**src/rfd_pkg.sv**
```systemverilog
// Shared types, constants and codes for the remote-control frame decoder.
`timescale 1ns / 1ps

package rfd_pkg;

  localparam int FRAME_BYTES_DEF = 18;
  localparam int HOLD_LIMIT_DEF  = 100;
  localparam int QUEUE_DEPTH     = 2;

  localparam int CH_W       = 11;
  localparam int NUM_CH     = 5;
  localparam int NUM_STICKS = 4;
  localparam int MOUSE_W    = 16;
  localparam int NUM_KEYS   = 16;
  localparam int NUM_TRK    = 18;
  localparam int CNT_W      = 7;
  localparam int DEC_BYTES  = 18;
  localparam int CFG_IDX_W  = 3;
  localparam int CFG_DATA_W = 15;

  localparam logic [10:0] CENTER_RST      = 11'd1024;
  localparam logic [9:0]  CH_LIMIT_RST    = 10'd660;
  localparam logic [14:0] MOUSE_LIMIT_RST = 15'd1000;
  localparam logic [1:0]  PC_LEFT_RST     = 2'd3;
  localparam logic [1:0]  PC_RIGHT_RST    = 2'd2;

  localparam logic signed [11:0] WHEEL_MAX = 12'sd1023;
  localparam logic signed [11:0] WHEEL_MIN = -12'sd1024;

  typedef enum logic [CFG_IDX_W-1:0] {
    CFG_CHANNEL_CENTER  = 3'd0,
    CFG_CHANNEL_LIMIT   = 3'd1,
    CFG_MOUSE_LIMIT     = 3'd2,
    CFG_PC_SWITCH_LEFT  = 3'd3,
    CFG_PC_SWITCH_RIGHT = 3'd4
  } cfg_index_t;

  typedef enum logic [1:0] {
    TRK_RELEASED = 2'd0,
    TRK_RISING   = 2'd1,
    TRK_HELD     = 2'd2,
    TRK_FALLING  = 2'd3
  } trk_state_t;

  typedef struct packed {
    logic [10:0] ch_center;
    logic [9:0]  ch_limit;
    logic [14:0] mouse_limit;
    logic [1:0]  pc_left;
    logic [1:0]  pc_right;
  } cfg_t;

  typedef struct packed {
    logic                         pc_mode;
    logic [NUM_CH-1:0][CH_W-1:0]  raw_ch;
    logic [1:0]                   sw_left;
    logic [1:0]                   sw_right;
    logic [MOUSE_W-1:0]           mouse_x;
    logic [MOUSE_W-1:0]           mouse_y;
    logic [NUM_KEYS-1:0]          keys;
    logic                         click_l;
    logic                         click_r;
  } frame_t;

  typedef struct packed {
    logic                             pc_mode;
    logic [NUM_STICKS-1:0][CH_W-1:0]  stick;
    logic [CH_W-1:0]                  wheel;
    logic [1:0]                       sw_left;
    logic [1:0]                       sw_right;
    logic [MOUSE_W-1:0]               mouse_dx;
    logic [MOUSE_W-1:0]               mouse_dy;
    logic [2*NUM_KEYS-1:0]            key_states;
    logic [3:0]                       click_states;
  } result_t;

endpackage

```
**src/rc_frame_decoder_with_key_debounce_unit.sv**
```systemverilog
// Top level of the remote-control frame decoder with key press tracking.
// A frame's last byte completes its entry in the frame queue; the back end then decodes it
// into the result queue, waiting while that queue is full, and the result ports show its head.
// Throughput: one byte per cycle while full is low; one frame decode per cycle in the back
// end, bounded by the two-entry frame queue and the two-entry result queue.
// Reset: synchronous, active high; clears byte position, held stick/wheel/mouse values,
// key trackers and both queues, and loads the register defaults.
`timescale 1ns / 1ps

module rc_frame_decoder_with_key_debounce_unit #(
  parameter int FRAME_BYTES = rfd_pkg::FRAME_BYTES_DEF,
  parameter int HOLD_LIMIT  = rfd_pkg::HOLD_LIMIT_DEF
) (
  input  logic                               clk,
  input  logic                               rst,
  // Byte input, queue style.
  input  logic                               push,
  output logic                               full,
  input  logic [7:0]                         rx_byte,
  input  logic                               frame_start,
  // Result output, queue style.
  output logic                               empty,
  input  logic                               pop,
  output logic                               pc_mode,
  output logic signed [rfd_pkg::CH_W-1:0]    stick_0,
  output logic signed [rfd_pkg::CH_W-1:0]    stick_1,
  output logic signed [rfd_pkg::CH_W-1:0]    stick_2,
  output logic signed [rfd_pkg::CH_W-1:0]    stick_3,
  output logic signed [rfd_pkg::CH_W-1:0]    wheel_offset,
  output logic [1:0]                         left_switch,
  output logic [1:0]                         right_switch,
  output logic signed [rfd_pkg::MOUSE_W-1:0] mouse_dx,
  output logic signed [rfd_pkg::MOUSE_W-1:0] mouse_dy,
  output logic [31:0]                        key_states,
  output logic [3:0]                         click_states,
  // Register write channel.
  input  logic                               cfg_valid,
  output logic                               cfg_ready,
  input  logic [rfd_pkg::CFG_IDX_W-1:0]      cfg_index,
  input  logic [rfd_pkg::CFG_DATA_W-1:0]     cfg_data
);

  import rfd_pkg::*;

  cfg_t    cfg;
  logic    fq_push;
  frame_t  fq_in;
  logic    fq_full;
  logic    fq_pop;
  frame_t  fq_head;
  logic    fq_empty;
  logic    rq_push;
  result_t rq_in;
  logic    rq_full;
  result_t rq_head;

  // Register writes are always accepted; indexes past the list are dropped.
  assign cfg_ready = 1'b1;

  always_ff @(posedge clk) begin
    if (rst) begin
      cfg.ch_center   <= CENTER_RST;
      cfg.ch_limit    <= CH_LIMIT_RST;
      cfg.mouse_limit <= MOUSE_LIMIT_RST;
      cfg.pc_left     <= PC_LEFT_RST;
      cfg.pc_right    <= PC_RIGHT_RST;
    end else if (cfg_valid && cfg_ready) begin
      unique case (cfg_index)
        CFG_CHANNEL_CENTER:  cfg.ch_center   <= cfg_data[10:0];
        CFG_CHANNEL_LIMIT:   cfg.ch_limit    <= cfg_data[9:0];
        CFG_MOUSE_LIMIT:     cfg.mouse_limit <= cfg_data[14:0];
        CFG_PC_SWITCH_LEFT:  cfg.pc_left     <= cfg_data[1:0];
        CFG_PC_SWITCH_RIGHT: cfg.pc_right    <= cfg_data[1:0];
        default: begin
        end
      endcase
    end
  end

  // Front end: store bytes, classify the frame mode, transfer complete frames.
  rfd_front #(
    .FRAME_BYTES(FRAME_BYTES)
  ) u_front (
    .clk         (clk),
    .rst         (rst),
    .push        (push),
    .full        (full),
    .rx_byte     (rx_byte),
    .frame_start (frame_start),
    .cfg         (cfg),
    .q_full      (fq_full),
    .q_push      (fq_push),
    .q_data      (fq_in)
  );

  // Decouple front and back so each can stall on its own.
  rfd_fifo #(
    .WIDTH($bits(frame_t)),
    .DEPTH(QUEUE_DEPTH)
  ) u_frame_q (
    .clk       (clk),
    .rst       (rst),
    .push      (fq_push),
    .push_data (fq_in),
    .full      (fq_full),
    .pop       (fq_pop),
    .head      (fq_head),
    .empty     (fq_empty)
  );

  // Back end: decode and update held values and trackers.
  rfd_back #(
    .HOLD_LIMIT(HOLD_LIMIT)
  ) u_back (
    .clk      (clk),
    .rst      (rst),
    .cfg      (cfg),
    .in_empty (fq_empty),
    .in_frame (fq_head),
    .in_pop   (fq_pop),
    .out_full (rq_full),
    .out_push (rq_push),
    .out_data (rq_in)
  );

  // Result queue: hold finished results while the consumer stalls.
  rfd_fifo #(
    .WIDTH($bits(result_t)),
    .DEPTH(QUEUE_DEPTH)
  ) u_result_q (
    .clk       (clk),
    .rst       (rst),
    .push      (rq_push),
    .push_data (rq_in),
    .full      (rq_full),
    .pop       (pop),
    .head      (rq_head),
    .empty     (empty)
  );

  assign pc_mode      = rq_head.pc_mode;
  assign stick_0      = rq_head.stick[0];
  assign stick_1      = rq_head.stick[1];
  assign stick_2      = rq_head.stick[2];
  assign stick_3      = rq_head.stick[3];
  assign wheel_offset = rq_head.wheel;
  assign left_switch  = rq_head.sw_left;
  assign right_switch = rq_head.sw_right;
  assign mouse_dx     = rq_head.mouse_dx;
  assign mouse_dy     = rq_head.mouse_dy;
  assign key_states   = rq_head.key_states;
  assign click_states = rq_head.click_states;

endmodule

```
**src/rfd_fifo.sv**
```systemverilog
// Small register queue used between the decoder stages and at the result side.
`timescale 1ns / 1ps

module rfd_fifo #(
  parameter int WIDTH = 8,
  parameter int DEPTH = rfd_pkg::QUEUE_DEPTH
) (
  input  logic             clk,
  input  logic             rst,
  input  logic             push,
  input  logic [WIDTH-1:0] push_data,
  output logic             full,
  input  logic             pop,
  output logic [WIDTH-1:0] head,
  output logic             empty
);

  localparam int PTR_W = $clog2(DEPTH);
  localparam int CNT_W = $clog2(DEPTH + 1);

  logic [WIDTH-1:0] mem [DEPTH];
  logic [PTR_W-1:0] wr_ptr;
  logic [PTR_W-1:0] rd_ptr;
  logic [CNT_W-1:0] count;
  logic             do_push;
  logic             do_pop;

  assign full    = (count == CNT_W'(DEPTH));
  assign empty   = (count == '0);
  assign do_push = push && !full;
  assign do_pop  = pop && !empty;
  assign head    = mem[rd_ptr];

  always_ff @(posedge clk) begin
    if (do_push) begin
      mem[wr_ptr] <= push_data;
    end
  end

  always_ff @(posedge clk) begin
    if (rst) begin
      wr_ptr <= '0;
      rd_ptr <= '0;
      count  <= '0;
    end else begin
      if (do_push) begin
        wr_ptr <= (wr_ptr == PTR_W'(DEPTH - 1)) ? '0 : wr_ptr + 1'b1;
      end
      if (do_pop) begin
        rd_ptr <= (rd_ptr == PTR_W'(DEPTH - 1)) ? '0 : rd_ptr + 1'b1;
      end
      if (do_push && !do_pop) begin
        count <= count + 1'b1;
      end else if (do_pop && !do_push) begin
        count <= count - 1'b1;
      end
    end
  end

`ifndef SYNTH
  a_count_bound: assert property (@(posedge clk) disable iff (rst)
    count <= CNT_W'(DEPTH)) else $error("queue count above depth");
  a_no_overflow: assert property (@(posedge clk) disable iff (rst)
    !(push && full)) else $error("push into full queue");
  a_no_underflow: assert property (@(posedge clk) disable iff (rst)
    empty |=> (rd_ptr == $past(rd_ptr))) else $error("read pointer moved while empty");
`endif

endmodule

```
**src/rfd_front.sv**
```systemverilog
// Front end: collects frame bytes and hands complete frames to the decode queue.
`timescale 1ns / 1ps

module rfd_front #(
  parameter int FRAME_BYTES = rfd_pkg::FRAME_BYTES_DEF
) (
  input  logic            clk,
  input  logic            rst,
  input  logic            push,
  output logic            full,
  input  logic [7:0]      rx_byte,
  input  logic            frame_start,
  input  rfd_pkg::cfg_t   cfg,
  input  logic            q_full,
  output logic            q_push,
  output rfd_pkg::frame_t q_data
);

  import rfd_pkg::*;

  localparam int IDX_W = $clog2(FRAME_BYTES);

  logic [7:0]       fb [FRAME_BYTES];
  logic [IDX_W-1:0] byte_index;
  logic [IDX_W-1:0] idx_eff;
  logic             accept;
  logic             last;
  logic [7:0]       b [DEC_BYTES];

  assign full    = q_full;
  assign accept  = push && !q_full;
  // A start mark restarts the frame and drops any partial one.
  assign idx_eff = frame_start ? '0 : byte_index;
  assign last    = (idx_eff == IDX_W'(FRAME_BYTES - 1));
  assign q_push  = accept && last;

  always_ff @(posedge clk) begin
    if (accept) begin
      fb[idx_eff] <= rx_byte;
    end
  end

  always_ff @(posedge clk) begin
    if (rst) begin
      byte_index <= '0;
    end else if (accept) begin
      byte_index <= last ? '0 : idx_eff + 1'b1;
    end
  end

  // Frame view with the byte being transferred now merged in.
  always_comb begin
    for (int j = 0; j < DEC_BYTES; j++) begin
      b[j] = (idx_eff == IDX_W'(j)) ? rx_byte : fb[j];
    end
  end

  always_comb begin
    q_data.sw_left   = b[5][7:6];
    q_data.sw_right  = b[5][5:4];
    q_data.pc_mode   = (b[5][7:6] == cfg.pc_left) && (b[5][5:4] == cfg.pc_right);
    q_data.raw_ch[0] = {b[1][2:0], b[0]};
    q_data.raw_ch[1] = {b[2][5:0], b[1][7:3]};
    q_data.raw_ch[2] = {b[4][0], b[3], b[2][7:6]};
    q_data.raw_ch[3] = {b[5][3:0], b[4][7:1]};
    q_data.raw_ch[4] = {b[17][2:0], b[16]};
    q_data.mouse_x   = {b[7], b[6]};
    q_data.mouse_y   = {b[9], b[8]};
    q_data.keys      = {b[15], b[14]};
    q_data.click_l   = b[12][0];
    q_data.click_r   = b[13][0];
  end

endmodule

```
**src/rfd_back.sv**
```systemverilog
// Back end: one frame/cycle unless stalled; updates held values, key trackers.
`timescale 1ns / 1ps

module rfd_back #(
  parameter int HOLD_LIMIT = rfd_pkg::HOLD_LIMIT_DEF
) (
  input  logic             clk,
  input  logic             rst,
  input  rfd_pkg::cfg_t    cfg,
  input  logic             in_empty,
  input  rfd_pkg::frame_t  in_frame,
  output logic             in_pop,
  input  logic             out_full,
  output logic             out_push,
  output rfd_pkg::result_t out_data
);

  import rfd_pkg::*;

  localparam logic [CNT_W-1:0] HOLD_MAX = CNT_W'(HOLD_LIMIT);
  localparam logic [CNT_W-1:0] CNT_ONE  = CNT_W'(1);

  logic                            proc;
  logic signed [CH_W:0]            diff [NUM_CH];
  logic signed [CH_W:0]            ch_lim;
  logic                            stick_bad;
  logic signed [MOUSE_W:0]         mx;
  logic signed [MOUSE_W:0]         my;
  logic signed [MOUSE_W:0]         m_lim;
  logic                            mouse_bad;
  logic [NUM_TRK-1:0]              pressed;

  logic [NUM_STICKS-1:0][CH_W-1:0] stick;
  logic [NUM_STICKS-1:0][CH_W-1:0] stick_next;
  logic [CH_W-1:0]                 wheel;
  logic [CH_W-1:0]                 wheel_next;
  logic [MOUSE_W-1:0]              mouse_x;
  logic [MOUSE_W-1:0]              mouse_x_next;
  logic [MOUSE_W-1:0]              mouse_y;
  logic [MOUSE_W-1:0]              mouse_y_next;
  logic [CNT_W-1:0]                cnt [NUM_TRK];
  logic [CNT_W-1:0]                cnt_next [NUM_TRK];
  trk_state_t                      st [NUM_TRK];
  trk_state_t                      st_next [NUM_TRK];

  assign proc     = !in_empty && !out_full;
  assign in_pop   = proc;
  assign out_push = proc;

  // Stick channels: offset from center, limit check on the four sticks.
  always_comb begin
    ch_lim    = $signed({2'b00, cfg.ch_limit});
    stick_bad = 1'b0;
    for (int i = 0; i < NUM_CH; i++) begin
      diff[i] = $signed({1'b0, in_frame.raw_ch[i]}) - $signed({1'b0, cfg.ch_center});
    end
    for (int i = 0; i < NUM_STICKS; i++) begin
      if ((diff[i] > ch_lim) || (diff[i] < -ch_lim)) begin
        stick_bad = 1'b1;
      end
    end
  end

  // Mouse: both axes drop to zero if either is out of range.
  always_comb begin
    mx        = $signed({in_frame.mouse_x[MOUSE_W-1], in_frame.mouse_x});
    my        = $signed({in_frame.mouse_y[MOUSE_W-1], in_frame.mouse_y});
    m_lim     = $signed({2'b00, cfg.mouse_limit});
    mouse_bad = (mx > m_lim) || (mx < -m_lim) || (my > m_lim) || (my < -m_lim);
  end

  always_comb begin
    stick_next   = stick;
    wheel_next   = wheel;
    mouse_x_next = mouse_x;
    mouse_y_next = mouse_y;
    pressed      = {in_frame.click_r, in_frame.click_l, in_frame.keys};
    for (int k = 0; k < NUM_TRK; k++) begin
      cnt_next[k] = cnt[k];
      st_next[k]  = st[k];
    end
    if (!in_frame.pc_mode) begin
      for (int i = 0; i < NUM_STICKS; i++) begin
        stick_next[i] = stick_bad ? '0 : diff[i][CH_W-1:0];
      end
      if (diff[NUM_CH-1] > WHEEL_MAX) begin
        wheel_next = WHEEL_MAX[CH_W-1:0];
      end else if (diff[NUM_CH-1] < WHEEL_MIN) begin
        wheel_next = WHEEL_MIN[CH_W-1:0];
      end else begin
        wheel_next = diff[NUM_CH-1][CH_W-1:0];
      end
    end else begin
      mouse_x_next = mouse_bad ? '0 : in_frame.mouse_x;
      mouse_y_next = mouse_bad ? '0 : in_frame.mouse_y;
      for (int k = 0; k < NUM_TRK; k++) begin
        if (!pressed[k]) begin
          cnt_next[k] = '0;
        end else if (cnt[k] >= HOLD_MAX) begin
          cnt_next[k] = HOLD_MAX;
        end else begin
          cnt_next[k] = cnt[k] + 1'b1;
        end
        if (cnt_next[k] > CNT_ONE) begin
          st_next[k] = TRK_HELD;
        end else if (cnt_next[k] == CNT_ONE) begin
          st_next[k] = TRK_RISING;
        end else begin
          st_next[k] = (st[k] == TRK_HELD) ? TRK_FALLING : TRK_RELEASED;
        end
      end
    end
  end

  always_comb begin
    out_data.pc_mode  = in_frame.pc_mode;
    out_data.stick    = stick_next;
    out_data.wheel    = wheel_next;
    out_data.sw_left  = in_frame.sw_left;
    out_data.sw_right = in_frame.sw_right;
    out_data.mouse_dx = mouse_x_next;
    out_data.mouse_dy = mouse_y_next;
    for (int i = 0; i < NUM_KEYS; i++) begin
      out_data.key_states[2*i +: 2] = st_next[i];
    end
    out_data.click_states = {st_next[NUM_KEYS + 1], st_next[NUM_KEYS]};
  end

  always_ff @(posedge clk) begin
    if (rst) begin
      stick   <= '0;
      wheel   <= '0;
      mouse_x <= '0;
      mouse_y <= '0;
      for (int k = 0; k < NUM_TRK; k++) begin
        cnt[k] <= '0;
        st[k]  <= TRK_RELEASED;
      end
    end else if (proc) begin
      stick   <= stick_next;
      wheel   <= wheel_next;
      mouse_x <= mouse_x_next;
      mouse_y <= mouse_y_next;
      for (int k = 0; k < NUM_TRK; k++) begin
        cnt[k] <= cnt_next[k];
        st[k]  <= st_next[k];
      end
    end
  end

`ifndef SYNTH
  a_stick_zeroed: assert property (@(posedge clk) disable iff (rst)
    proc && !in_frame.pc_mode && stick_bad |=> (stick == '0))
    else $error("sticks not zeroed after out-of-range channel");
  a_stick_held: assert property (@(posedge clk) disable iff (rst)
    proc && in_frame.pc_mode |=> (stick == $past(stick)) && (wheel == $past(wheel)))
    else $error("pc frame changed stick values");
  a_mouse_zeroed: assert property (@(posedge clk) disable iff (rst)
    proc && in_frame.pc_mode && mouse_bad |=> (mouse_x == '0) && (mouse_y == '0))
    else $error("mouse not zeroed after out-of-range speed");
  a_trk_consistent: assert property (@(posedge clk) disable iff (rst)
    (cnt[0] <= HOLD_MAX) && ((st[0] == TRK_RISING) == (cnt[0] == CNT_ONE)))
    else $error("key tracker count and state disagree");
`endif

endmodule
```
**config.mk**
```make
export PLATFORM = sky130hd
export DESIGN_NAME = rc_frame_decoder_with_key_debounce_unit
export DESIGN_NICKNAME = d
export VERILOG_FILES = /design/src/rfd_pkg.sv /design/src/rc_frame_decoder_with_key_debounce_unit.sv /design/src/rfd_fifo.sv /design/src/rfd_front.sv /design/src/rfd_back.sv
export SDC_FILE = /design/constraint.sdc
export NUM_CORES = 1
export LEC_CHECK = 0
export ABC_AREA = 0
export BUFFER_PORTS_ARGS = -buffer_cell sky130_fd_sc_hd__buf_2
export CAP_MARGIN = 20
export CORE_AREA = 2 2 337 339
export CTS_BUF_LIST = sky130_fd_sc_hd__clkbuf_4 sky130_fd_sc_hd__clkbuf_8
export DETAILED_ROUTE_END_ITERATION = 7
export DIE_AREA = 0 0 339 341
export SLEW_MARGIN = 20
export SYNTH_ARGS = -nofsm -noshare
export SYNTH_HDL_FRONTEND = slang
export SYNTH_SLANG_ARGS = --single-unit
export TNS_END_PERCENT = 10
```
**constraint.sdc**
```tcl
create_clock -name clk -period 15 [get_ports clk]
set_input_delay 2.25 -clock clk [delete_from_list [all_inputs] [get_ports clk]]
set_output_delay 2.25 -clock clk [all_outputs]
set_load 0.01 [all_outputs]
```
Word level (Yosys, flattened, before mapping)
Memory sizes are Yosys's and may differ from the RTL's. A register that Yosys moved wholly into a read port is not among the register bits.
Cells that the tools add are included.
{"block": "word_totals", "output_inout_bits": 131, "wordCells": 444, "mem_count": 5, "ramBits": 782, "regBits": 140}
{"block": "op_classes", "bitwise_logic": 36, "n_eq_ne": 59, "order_cmp": 50, "addsub": 34, "muxes": 203, "reduce_logical": 38}
{"memory": "u_result_q.mem", "words": 2, "width": 128, "read_ports": 1, "rd_clocked_by_memory_dff": 1, "write_ports": 1, "line": "rfd_fifo.sv:21", "text": "logic [WIDTH-1:0] mem [DEPTH];"}
{"memory": "u_frame_q.mem", "words": 2, "width": 110, "read_ports": 1, "rd_clocked_by_memory_dff": 1, "write_ports": 1, "line": "rfd_fifo.sv:21"}
{"memory": "u_front.fb", "words": 18, "width": 8, "read_ports": 16, "rd_clocked_by_memory_dff": 0, "write_ports": 1, "line": "rfd_front.sv:23", "text": "logic [7:0] fb [FRAME_BYTES];"}
{"memory": "u_back.cnt", "words": 18, "width": 7, "read_ports": 18, "rd_clocked_by_memory_dff": 0, "write_ports": 18, "line": "rfd_back.sv:41", "text": "logic [CNT_W-1:0] cnt [NUM_TRK];"}
{"memory": "u_back.st", "words": 18, "width": 2, "read_ports": 18, "rd_clocked_by_memory_dff": 0, "write_ports": 18, "line": "rfd_back.sv:43", "text": "trk_state_t st [NUM_TRK];"}
{"cell": "$mux 7", "n": 72}
{"cell": "$mux 2", "n": 76}
{"cell": "$add 7x1->7 const B", "n": 18}
{"cell": "$eq 7x1->1 const B", "n": 18}
{"cell": "$ge 7x7->1 const B", "n": 18}
{"cell": "$gt 7x1->1 const B", "n": 18}
{"cell": "$mux 126", "n": 1}
{"cell": "$mux 8", "n": 13}
{"cell": "$mux 11", "n": 7}
{"cell": "$mux 16", "n": 4}
{"cell": "$sub 11x11->12", "n": 5}
{"cell": "$gt 12x11->1", "n": 4}
{"cell": "$lt 12x12->1", "n": 4}
{"cell": "$mux 44", "n": 1}
{"cell": "$eq 2x2->1 const B", "n": 20}
{"cell": "$mux 36", "n": 1}
{"cell": "$or 1x1->1", "n": 36}
{"cell": "$lt 16x17->1", "n": 2}
{"cell": "$gt 16x16->1", "n": 2}
{"cell": "$eq 5x4->1 const B", "n": 6}
{"cell": "$mux 1", "n": 25}
{"cell": "$eq 5x3->1 const B", "n": 4}
{"cell": "$neg 15->17", "n": 1}
{"cell": "$gt 12x11->1 const B", "n": 1}
{"cell": "23 further kinds", "n": 63}

Logic depth before layout (Yosys ltp)
An unclocked memory read counts as a cell.
{"block": "logic_depth", "word_depth": 10, "depth_mapped": 26}

Hierarchy
Synthesis repeated with hierarchy kept, for this count alone.
{"block": "hier_totals", "hier_cells": 3481, "hier_area_um2": 43853.3}
{"module": "rfd_back", "seq_area_each_um2": 6606.3, "n_inst": 1, "cells_each": 2204, "area_each_um2": 19322.3}
{"module": "rfd_fifo at u_result_q", "seq_area_each_um2": 7787.5, "n_inst": 1, "cells_each": 423, "area_each_um2": 9489.1}
{"module": "rfd_fifo at u_frame_q", "seq_area_each_um2": 6706.4, "n_inst": 1, "cells_each": 367, "area_each_um2": 8187.9}
{"module": "rfd_front", "seq_area_each_um2": 3373.2, "n_inst": 1, "cells_each": 322, "area_each_um2": 5167.5}
{"module": "rc_frame_decoder_with_key_debounce_unit", "seq_area_each_um2": 800.8, "n_inst": 1, "cells_each": 165, "area_each_um2": 1686.6}

Worst setup path before layout
Ideal clock, no wire load.
{"block": "synth_timing", "path_kind": "input to register", "start": "input port frame_start", "end": "memory u_frame_q.mem[0][0] (netlist bit), enable pin", "setup_time_ns": 0.713, "path_stages": 7, "path_slack_ns": 3.618, "arrival_ns": 10.669, "cell_sequence": "clkbuf_1 nand2b_1 inv_1 ha_1 clkbuf_1 nand2_1 nor3_1"}
{"block": "synth_via", "elab_chain_len": 6}
{"item": "start: declaration", "line": "rc_frame_decoder_with_key_debounce_unit.sv:20", "text": "input logic frame_start,"}
{"item": "$mux 5", "line": "rfd_front.sv:33", "text": "assign idx_eff = frame_start ? '0 : byte_index;"}
{"item": "$eq 5x5->1", "line": "rfd_front.sv:34", "text": "assign last = (idx_eff == IDX_W'(FRAME_BYTES - 1));"}
{"item": "$logic_and 1x1->1", "line": "rfd_front.sv:35", "text": "assign q_push = accept && last;"}
{"item": "$logic_and 1x1->1", "line": "rfd_fifo.sv:30", "text": "assign do_push = push && !full;"}
{"item": "$mux 1", "line": "rfd_fifo.sv:35", "text": "if (do_push) begin"}
{"item": "$mux 1 (not written as such)", "line": "rfd_fifo.sv:36", "text": "mem[wr_ptr] <= push_data;"}
{"item": "end: declaration", "line": "rfd_fifo.sv:21"}
No other way between the ends.

==> qor.txt <==
total global routing overflow: 0
Net Count, Synth: 3697
sequential area share after synthesis: 58.3%
share of cells above drive strength 1: 21.2%
# rows: 123
Lkg Pwr: 0.0180 uW
post-synthesis mux area share: 9.27%
Area Growth Syn to Fin: 13.0%
worst rel slew slack: 28.3%
Post-Synth Adder-Cell Area: 7.46%
pwr/cell area: 158 nW/um^2
HPWL Detailed: 68300 um
post_cts resized: 0
global-route wire length before repair: 160000 um
EDFF count, synth: 747
Seq cells post-synth: 889
antenna-violating nets left: 0
Residual DRC: 0
worst hold path class: flop to flop
Compound-Gate Fraction of Synth Area: 10.3%
CTS Hold Bufs: 0
via count: 27800
Post-Synth XOR/XNOR Area: 2.79%
CTS H-Tree Depth: 4
maximum vdd drop: 0.0956 mV
Worst-Margin Slew: 1080 ps
Req. time, crit path: 15740 ps
clk buf depth: 3
vias in the first global route: 27400
Critical Path Start Type: flop
die width: 339 um
Initial Util: 38.7%
largest net degree at the start of global routing: 83
Cell Area, Placed: 45800 um^2
core area: 112000 um^2
CTS tree: done
CP peak stage delay: 690 ps
Ys Warns: 0
placed cells: 4978
commonest non-fill, non-tap cells in the layout: edfxtp_1, mux2_2, ha_1
final hold vios: 0
non-filler cells, final: 5259
Final Wtd Congestion: 0.859
commonest non-fill, non-tap cell in the layout: edfxtp_1
Tot GR Track Use: 17.8%
status: finished, final reports clean
drt wl/cell: 19.7 um
Fillers: 10300
maximum capacitance violations: 0
endpoints failing setup: 0
Async SR Flop Fraction: 0%
DRT iter0 DRCs: 1940
Final Critical Period: 6310 ps
crit path max fanout: 56
clock tree sinks: 889
largest family of logic cells by synthesized area: compound AO/OA/AOI/OAI gates
Simple-Gate Fraction of Synth Area: 9.18%
Main synth FF type: edfxtp_1
Crit path max-delay family: simple AND/OR/NAND/NOR gates
RSZ-0062 raised after global routing: false
via/cell ratio: 5.28
Hold Crit Depth: 2
router iterations before antenna repair: 5
slowest stage cell, crit path: buf_4
Syn Area/Cell: 12.7 um^2
die height: 341 um
fin crit share: 42.1%
post-CTS setup buffer count: 0
initial antenna violation count: 4
CP endpoint kind: flop
final count of pins violating max slew: 0
Worst-Skew Late Latency: 830 ps
mapped cell area: 43300 um^2
final non-filler cell area: 48900 um^2
pre-CTS setup slack: 8770 ps
CP Buf/Inv Count: 3
Root Buffer: clkbuf_8
CTS buffer count: 151
Syn Inst Count: 3412
critical-path cell list: buf_4, mux2i_1, ha_1, inv_1, fa_1, a211oi_1, o21bai_1, a21oi_1, o21bai_1, xor2_1, ha_1, a21oi_1, nand3_1, a21oi_1, or4_1, or4_1, or4_4, nor4b_4, buf_4, a22o_1
Reg2Reg Depth: 20
Final TNS setup: 0 ps
Detailed Route WL: 104000 um
critical path class: flop to flop
Clk pin slew, worst setup/hold paths: 60 ps
DIE AREA: 116000 um^2
count of unique library cells instantiated by Yosys: 82
Worst Skew: 38.8 ps
Top cell by count, worst path: a21oi_1
# IOs: 163
Setup WS post-layout: 8690 ps
critical path depth: 20
Max Freq: 0.159 GHz
Final Net Count: 3916
crit path DAT: 7050 ps
Port Buffers: 161
==> power by group <==
group | internal, uW | switching [uW] | total, uW | leakage, uW
clock network | 1240 | 1010 | 2250 | 0.00166
registers | 3180 | 208 | 3390 | 0.00822
logic | 830 | 1240 | 2070 | 0.00807
total | 5250 | 2460 | 7710 | 0.0180
==> synthesized netlist by cell type (all sizes together), types with 6 or more instances <==
| library cell | n | area, um^2 |
|---|---|---|
| edfxtp | 747 | 22400 |
| mux2 | 302 | 3400 |
| ha | 248 | 3100 |
| nand2 | 244 | 916 |
| nor2 | 230 | 863 |
| inv | 173 | 649 |
| o21ai | 145 | 726 |
| dfxtp | 142 | 2840 |
| clkbuf | 107 | 402 |
| a21oi | 93 | 465 |
| xnor2 | 84 | 736 |
| and3 | 62 | 388 |
| nor3 | 62 | 310 |
| nand3 | 61 | 305 |
| mux2i | 60 | 613 |
| and2 | 55 | 344 |
| a22o | 54 | 473 |
| xor2 | 54 | 473 |
| a32o | 45 | 450 |
| o31ai | 38 | 285 |
| nor2b | 32 | 200 |
| o21a | 30 | 225 |
| a21o | 28 | 210 |
| a211oi | 25 | 188 |
| buf | 21 | 118 |
| nand2b | 19 | 119 |
| nand4 | 19 | 119 |
| a31oi | 16 | 100 |
| o22ai | 15 | 93.8 |
| o311ai | 15 | 131 |
| a211o | 14 | 123 |
| o21bai | 13 | 97.6 |
| nor4 | 11 | 68.8 |
| o211ai | 11 | 82.6 |
| or3 | 11 | 68.8 |
| a41oi | 10 | 87.6 |
| a21bo | 8 | 80.1 |
| a31o | 8 | 70.1 |
| nor4bb | 8 | 80.1 |
| a2111oi | 6 | 52.6 |
| o2bb2ai | 6 | 52.6 |
| o311a | 6 | 60.1 |
==> area by class of cell <==
cell class                      instances  area (um^2)  area share, %
Inverter                              174          656           1.34
Sequential cell                       889        25300           51.7
Clock buffer                          206         2550           5.22
Tap cell                             1500         1880           3.83
Timing Repair Buffer                  194         1060           2.16
Multi-Input combinational cell       2221        16900           34.6
Clock inverter                         72          583           1.19
Antenna cell                            3         7.51         0.0153
==> final timing paths <==
| kind | startpoint | end | slack, ps |
|---|---|---|---|
| max | flop | u_back.stick[2] | 8690 |
| min | u_back.mouse_x[10] | u_back.mouse_x[10] | 450 |
| max reg2reg | flop | u_back.stick[2] | 8690 |
| min reg2reg | u_back.mouse_x[10] | u_back.mouse_x[10] | 450 |
==> logic make-up after synthesis <==
group                      after synthesis
buffers and inverters                  302
and+or+nand+nor                        836
other                                    1
adders and majority gates              256
AOI/OAI and AO/OA                      628
muxes                                  362
DFF                                    889
xor gates and xnor gates               138
==> registers in the layout, summed over array words and instances, names as in the netlist, named ones only <==
name	count
u_frame_q.mem	220
u_back.stick	44
u_result_q.count	2
u_back.wheel	11
u_back.st	36
u_result_q.wr_ptr	1
u_back.cnt	126
u_frame_q.rd_ptr	1
u_back.mouse_x	16
u_front.byte_index	5
u_frame_q.count	2
u_back.mouse_y	16
cfg	40
u_result_q.mem	256
u_front.fb	109
u_result_q.rd_ptr	1
u_frame_q.wr_ptr	1
==> worst reg2reg max path, stage by stage (launching register included) <==
cell and delay, ps:
dfxtp_4 400, buf_4 690, mux2i_1 350, ha_1 190
inv_1 60, fa_1 410, a211oi_1 330, o21bai_1 140
a21oi_1 240, o21bai_1 120, xor2_1 420, ha_1 240
a21oi_1 60, nand3_1 110, a21oi_1 60, or4_1 380
or4_1 480, or4_4 550, nor4b_4 260, buf_4 510
a22o_1 220
==> stage by stage <==
stage          utilization [%]  power [uW]  hold WS (ps)
5_1_grt                   43.7        8160           468
4_1_cts                   43.7        7820           452
3_3_place_gp              40.9        5520           432
2_1_floorplan                -        4820           425
3_5_place_dp              40.9        5540           439
6_report                  43.7        7710           451
==> routing by layer <==
layer / vias up / wire (um) / part of all wire (%) / global-route usage [%]
li1: 13300 / - / - / -
met1: 13700 / 48100 / 46 / 24.1
met2: 610 / 49100 / 47 / 29.1
met3: 139 / 4620 / 4.4 / 3.21
met4: 0 / 2050 / 2.0 / 5.40
met5: - / 0 / 0 / 0
Power figures use the tool's default switching activity.
